`src/rtl/core/afc_pkg.sv`:
```
// shared types and constants for the acquisition frame checker
package afc_pkg;

	localparam logic [7:0]  HDR_MARK        = 8'hAA;
	localparam logic [7:0]  FTR_MARK        = 8'h55;
	localparam logic [15:0] RISE_THR_RESET  = 16'd128;
	localparam logic [15:0] FALL_THR_RESET  = 16'd0;

	localparam int unsigned LEN_W   = 12;
	localparam int unsigned WORDS_W = 13;
	localparam int unsigned OBJ_W   = 32;
	localparam int unsigned THR_W   = 16;
	localparam int unsigned IDX_W   = 8;

	typedef enum logic [IDX_W-1:0] {
		REG_RISE_THR = 8'd0,
		REG_FALL_THR = 8'd1
	} reg_idx_t;

	typedef enum logic [1:0] {
		STATUS_OK   = 2'd0,
		STATUS_LAST = 2'd1,
		STATUS_FAIL = 2'd2
	} status_t;

	typedef struct packed {
		status_t              frame_status;
		logic [WORDS_W-1:0]   frame_words;
		logic [OBJ_W-1:0]     object_number;
	} result_t;

	typedef struct packed {
		logic [THR_W-1:0] rise;
		logic [THR_W-1:0] fall;
	} thr_t;

endpackage

```
`src/rtl/core/afc_frame_check.sv`:
```
// input register, frame position tracking and per-word checks
module afc_frame_check (
	input  logic              clk,
	input  logic              arst_n,
	input  logic              in_valid,
	output logic              in_ready,
	input  logic [63:0]       in_data,
	input  afc_pkg::thr_t     thr,
	output logic              res_valid,
	input  logic              res_ready,
	output afc_pkg::result_t  res
);
	import afc_pkg::*;

	logic               valid_s1;
	logic [63:0]        word_s1;
	logic [WORDS_W-1:0] pos_q;
	logic [LEN_W-1:0]   len_q;
	logic [1:0]         trig_state_q;
	logic               frame_cont_q;
	logic               fault_q;

	logic               is_header;
	logic               is_footer;
	logic               thr_bad;
	logic               fault_nxt;
	logic               adv;
	logic [OBJ_W-1:0]   obj;

	always_comb begin
		is_header = (pos_q == '0);
		is_footer = !is_header && (pos_q == ({1'b0, len_q} + WORDS_W'(2)));
		thr_bad   = (pos_q == WORDS_W'(1)) &&
		            ((word_s1[31:16] != thr.rise) || (word_s1[15:0] != thr.fall));
		fault_nxt = fault_q | thr_bad;
		obj       = word_s1[OBJ_W-1:0];
		res_valid = valid_s1 && is_footer;
		adv       = valid_s1 && (!is_footer || res_ready);
		in_ready  = !valid_s1 || adv;

		res.frame_words   = {1'b0, len_q} + WORDS_W'(3);
		res.object_number = obj;
		if (fault_nxt || (word_s1[63:56] != FTR_MARK) ||
		    ((obj == '0) && (trig_state_q == 2'b11))) begin
			res.frame_status = STATUS_FAIL;
		end else if (!frame_cont_q) begin
			res.frame_status = STATUS_LAST;
		end else begin
			res.frame_status = STATUS_OK;
		end
	end

	always_ff @(posedge clk or negedge arst_n) begin
		if (!arst_n) begin
			valid_s1 <= 1'b0;
		end else if (in_ready) begin
			valid_s1 <= in_valid;
		end
	end

	always_ff @(posedge clk) begin
		if (in_ready && in_valid) begin
			word_s1 <= in_data;
		end
	end

	always_ff @(posedge clk or negedge arst_n) begin
		if (!arst_n) begin
			pos_q        <= '0;
			len_q        <= '0;
			trig_state_q <= '0;
			frame_cont_q <= 1'b0;
			fault_q      <= 1'b0;
		end else if (adv) begin
			if (is_header) begin
				len_q        <= word_s1[43:32];
				trig_state_q <= word_s1[30:29];
				frame_cont_q <= word_s1[28];
				fault_q      <= (word_s1[63:56] != HDR_MARK);
				pos_q        <= WORDS_W'(1);
			end else if (is_footer) begin
				fault_q <= fault_nxt;
				pos_q   <= '0;
			end else begin
				fault_q <= fault_nxt;
				pos_q   <= pos_q + WORDS_W'(1);
			end
		end
	end

endmodule

```
`config.mk`:
```
export PLATFORM = sky130hd
export DESIGN_NAME = afc_frame_check
export DESIGN_NICKNAME = d
export VERILOG_FILES = /design/src/rtl/core/afc_pkg.sv /design/src/rtl/core/afc_frame_check.sv
export SDC_FILE = /design/constraint.sdc
export NUM_CORES = 1
export LEC_CHECK = 0
export BUFFER_PORTS_ARGS = -buffer_cell sky130_fd_sc_hd__buf_2
export CORE_MARGIN = 4
export CORE_UTILIZATION = 42
export DETAILED_ROUTE_END_ITERATION = 10
export GPL_TIMING_DRIVEN = 0
export PLACE_DENSITY = 0.68
export SETUP_SLACK_MARGIN = 0.5
export SYNTH_ARGS = -nofsm -noshare
export SYNTH_HDL_FRONTEND = slang
export SYNTH_SLANG_ARGS = --single-unit
```
`constraint.sdc`:
```
create_clock -name clk -period 18.55 [get_ports clk]
set_clock_uncertainty 0.2 [all_clocks]
set_input_delay 0 -clock clk [delete_from_list [all_inputs] [get_ports clk]]
set_output_delay 0 -clock clk [all_outputs]
set_load 0.1 [all_outputs]
```
==> out/metrics.csv <==
stage,metric,value,unit
yosys,mapped cell area,4466,sq um
detailed_routing,Iter 0 DRT Violations,143,
global_route,global-route wire length before repair,18.94,mm
placement,Placer Congestion,0.8211,
floorplan,chip width,111.1,um
setup_path,CP Cell Sequence,"ha_1, nand3_1, or3_1, a22oi_1, o211ai_1, nor3_1, a21boi_4, buf_12",
pwr,Cell Pwr Density,87.62,nW/um^2
cells_and_area,Filler Cells Inserted,858,
global_route,total grt overflow,0,
floorplan,core area,10320,sq um
yosys,synthesized flop and latch total,82,
timing,count of pins over their slew limit,0,
detailed_routing,DR vias/cell,5.025,
floorplan,Ports,149,
detailed_routing,Routed WL,11.57,mm
detailed_routing,Routed Antenna Nets,0,
cells_and_area,Final #Nets,674,
yosys,Synth cell types,55,
yosys,number of flops mapped to enable cells by yosys,52,
clock_tree,number of clock sinks,82,
clock_tree,post-CTS setup repair buffer count,0,
timing,Total Neg Setup Slack,0,ns
yosys,Post-Syn Nets,471,
global_route,initial antenna violation count,0,
setup_path,critical path's largest stage delay,0.53,ns
timing,RSZ-0062 raised after global routing,no,
timing,Worst slew margin,38.84,%
floorplan,Starting Density,43.26,%
global_route,largest net degree at the start of global routing,31,
global_route,Total GRT Usage,19.08,%
yosys,post-synthesis instance total,365,
timing,period utilization,18.65,%
clock_tree,clock-pin slew on the worst setup and hold paths,0.08,ns
cells_and_area,ANT cells,0,
clock_tree,latest clock arrival within the worst-skew pair,0.36,ns
detailed_routing,DRC viols,0,
setup_path,CP Max Fanout,29,
timing,Tmin final,3.461,ns
timing,"Hold Vio Cnt, Final",0,
yosys,top_reg_cell synth,edfxtp_1,
detailed_routing,routed vias,3563,
job,max-cap violations,0,
global_route,vias in the first global route,3839,
placement,# port buffers,136,
pwr,VDD IR max,0.05423,mV
detailed_routing,DRT Pass-1 Iters,5,
pwr,leakage,2.642,nW
yosys,Syn Area/Cell,12.23,sq um
timing,highest clock rate,289.0,MHz
clock_tree,H-tree levels,3,
setup_path,crit path launch type,flop,
setup_path,Required @ worst endpoint,18.46,ns
outcome,status,"finished, final reports clean",
floorplan,die footprint,12350,sq um
floorplan,num rows,37,
yosys,Yosys warning count,0,
clock_tree,CTS buffer count,9,
yosys,"FFs w/ async S/R, synth",36.59,%
timing,setup violators final,0,
timing,actual slew at the worst max-slew pin,0.9150,ns
setup_path,Setup crit end kind,flop,
setup_path,Slowest cell on crit path,nor3_1,
cells_and_area,fraction of layout cells with a size suffix above 1,37.52,%
clock_tree,root buffer selected by CTS,clkbuf_8,
setup_path,crit path DAT,3.37,ns
setup_path,Setup Crit Path Kind,reg2reg,
clock_tree,Clock Tree Buf Depth,2,
yosys,sequential-to-total area share from yosys stat,51.78,%
detailed_routing,wire per inst,16.32,um
cells_and_area,Util after Layout,59.02,%
hold_path,Hold Crit Class,in2async,
floorplan,die height,111.1,um
clock_tree,TritonCTS clock tree,done,
placement,HPWL after DPL,8.360,mm
cells_and_area,Layout area overhead,36.45,%
[sequential cells by signal (all words and copies together), names as in the netlist]
signal and cells:
frame_cont_q 1, word_s1 52, trig_state_q 2, len_q 12
fault_q 1, pos_q 13, valid_s1 1
[synthesized netlist by cell type (all sizes together) (3+ instances only)]
master    n  area [sq um]
nand2    16         60.06
and2      3         18.77
buf      41         304.0
xnor2    13         113.9
edfxtp   52          1562
nor4bb    5         50.05
nor4b     4         35.03
nor4     16         100.1
clkbuf    7         26.28
nand3     6         30.03
and4      3         28.78
nand4     6         37.54
o2bb2ai  11         96.34
nor3      8         40.04
mux2i     9         90.09
dfrtp    30         750.7
a21oi     3         15.01
xor2     41         359.1
nor2     19         71.32
and3      4         25.02
ha        6         75.07
o21ai     5         25.02
inv       9         33.78
o211ai    4         30.03
mux2     17         229.0
[cells by family (layout without fill, tap and decap cells)]
logic type	Yosys count	in the layout	share of synthesized area, %
AOI/OAI and AO/OA	40	40	7.930
and+or+nand+nor	100	100	12.72
DFF	82	82	51.78
muxes	26	26	7.145
xor gates and xnor gates	54	54	10.59
adders and majority gates	6	6	1.681
buffers and inverters	57	265	8.153
[power by group]
part,internal (mW),switching (mW),total (mW)
logic,0.0632,0.102,0.165
clock network,0.0627,0.0670,0.130
registers,0.218,0.0216,0.239
[area by class of cell]
cell class                 count  area (sq um)  share of cell area, %
sequential                    82          2312                  37.95
buffer                        48         330.3                  5.421
multi-input combinational    226          1800                  29.55
timing repair buffer         192          1251                  20.53
tap                          136         170.2                  2.793
clock inverter                 6         67.56                  1.109
clock buffer                  10         127.6                  2.094
inverter                       9         33.78                 0.5544
[layer usage]
| layer | track usage [%] | share of wire (%) |
|---|---|---|
| met3 | 5.622 | 6.7 |
| met1 | 22.52 | 41 |
| met4 | 6.650 | 2.2 |
| met5 | 0 | 0 |
| met2 | 33.13 | 50 |
[worst max-delay path: cells and delay by family (launching register included)]
family	cells	cell delay, ns
buffers and inverters	1	0.28
adders and majority gates	1	0.27
and+or+nand+nor	3	1.14
DFF	1	0.51
AOI/OAI and AO/OA	3	0.79
[timing repair]
item | in CTS | in global routing
hold endpoints to repair | 100 | 0
hold buffers | 55 | 0
gates resized for setup | 0 | 0
[layout by cell type (no fill, tap or decap), types with 13 or more instances in the layout]
cell,count
xnor2_1,13
nor2_1,19
edfxtp_1,52
xor2_1,41
dlygate4sd3_1,55
buf_2,139
nand2_1,16
buf_4,35
dfrtp_1,30
nor4_1,16
[stage by stage]
step / hold slack (ns) / instance area (sq um) / power, mW / setup WS (ns) / std cells
6_report: 0.02841 / 6093 / 0.5339 / 15.09 / 709
5_1_grt: 0.06724 / 6093 / 0.5628 / 14.80 / 709
4_1_cts: 0.002070 / 6093 / 0.5375 / 15.03 / 709
3_5_place_dp: -0.1166 / 5348 / 0.3979 / 15.06 / 638
3_3_place_gp: -0.1185 / 5316 / 0.3944 / 10.73 / 637
2_1_floorplan: -0.4956 / 4466 / 0.3614 / 10.71 / 365
[path summary, 6_finish.rpt]
kind	startpoint	to	slack, ns	cells past startpoint
max in group asynchronous	arst_n	pos_q[8]$_DFFE_PN0P_	17.66	2
hold reg to reg	word_s1[32]$_DFFE_PP_	len_q[0]$_DFFE_PN0P_	0.28	1
setup reg to reg	len_q[2]$_DFFE_PN0P_	word_s1[40]$_DFFE_PP_	15.09	8
hold / removal	arst_n	len_q[9]$_DFFE_PN0P_	0.03	2
setup / recovery	len_q[2]$_DFFE_PN0P_	word_s1[40]$_DFFE_PP_	15.09	8
min in group clk	res_ready	pos_q[0]$_DFFE_PN0P_	0.03	4
No activity file was read; power rests on OpenSTA's default activity.
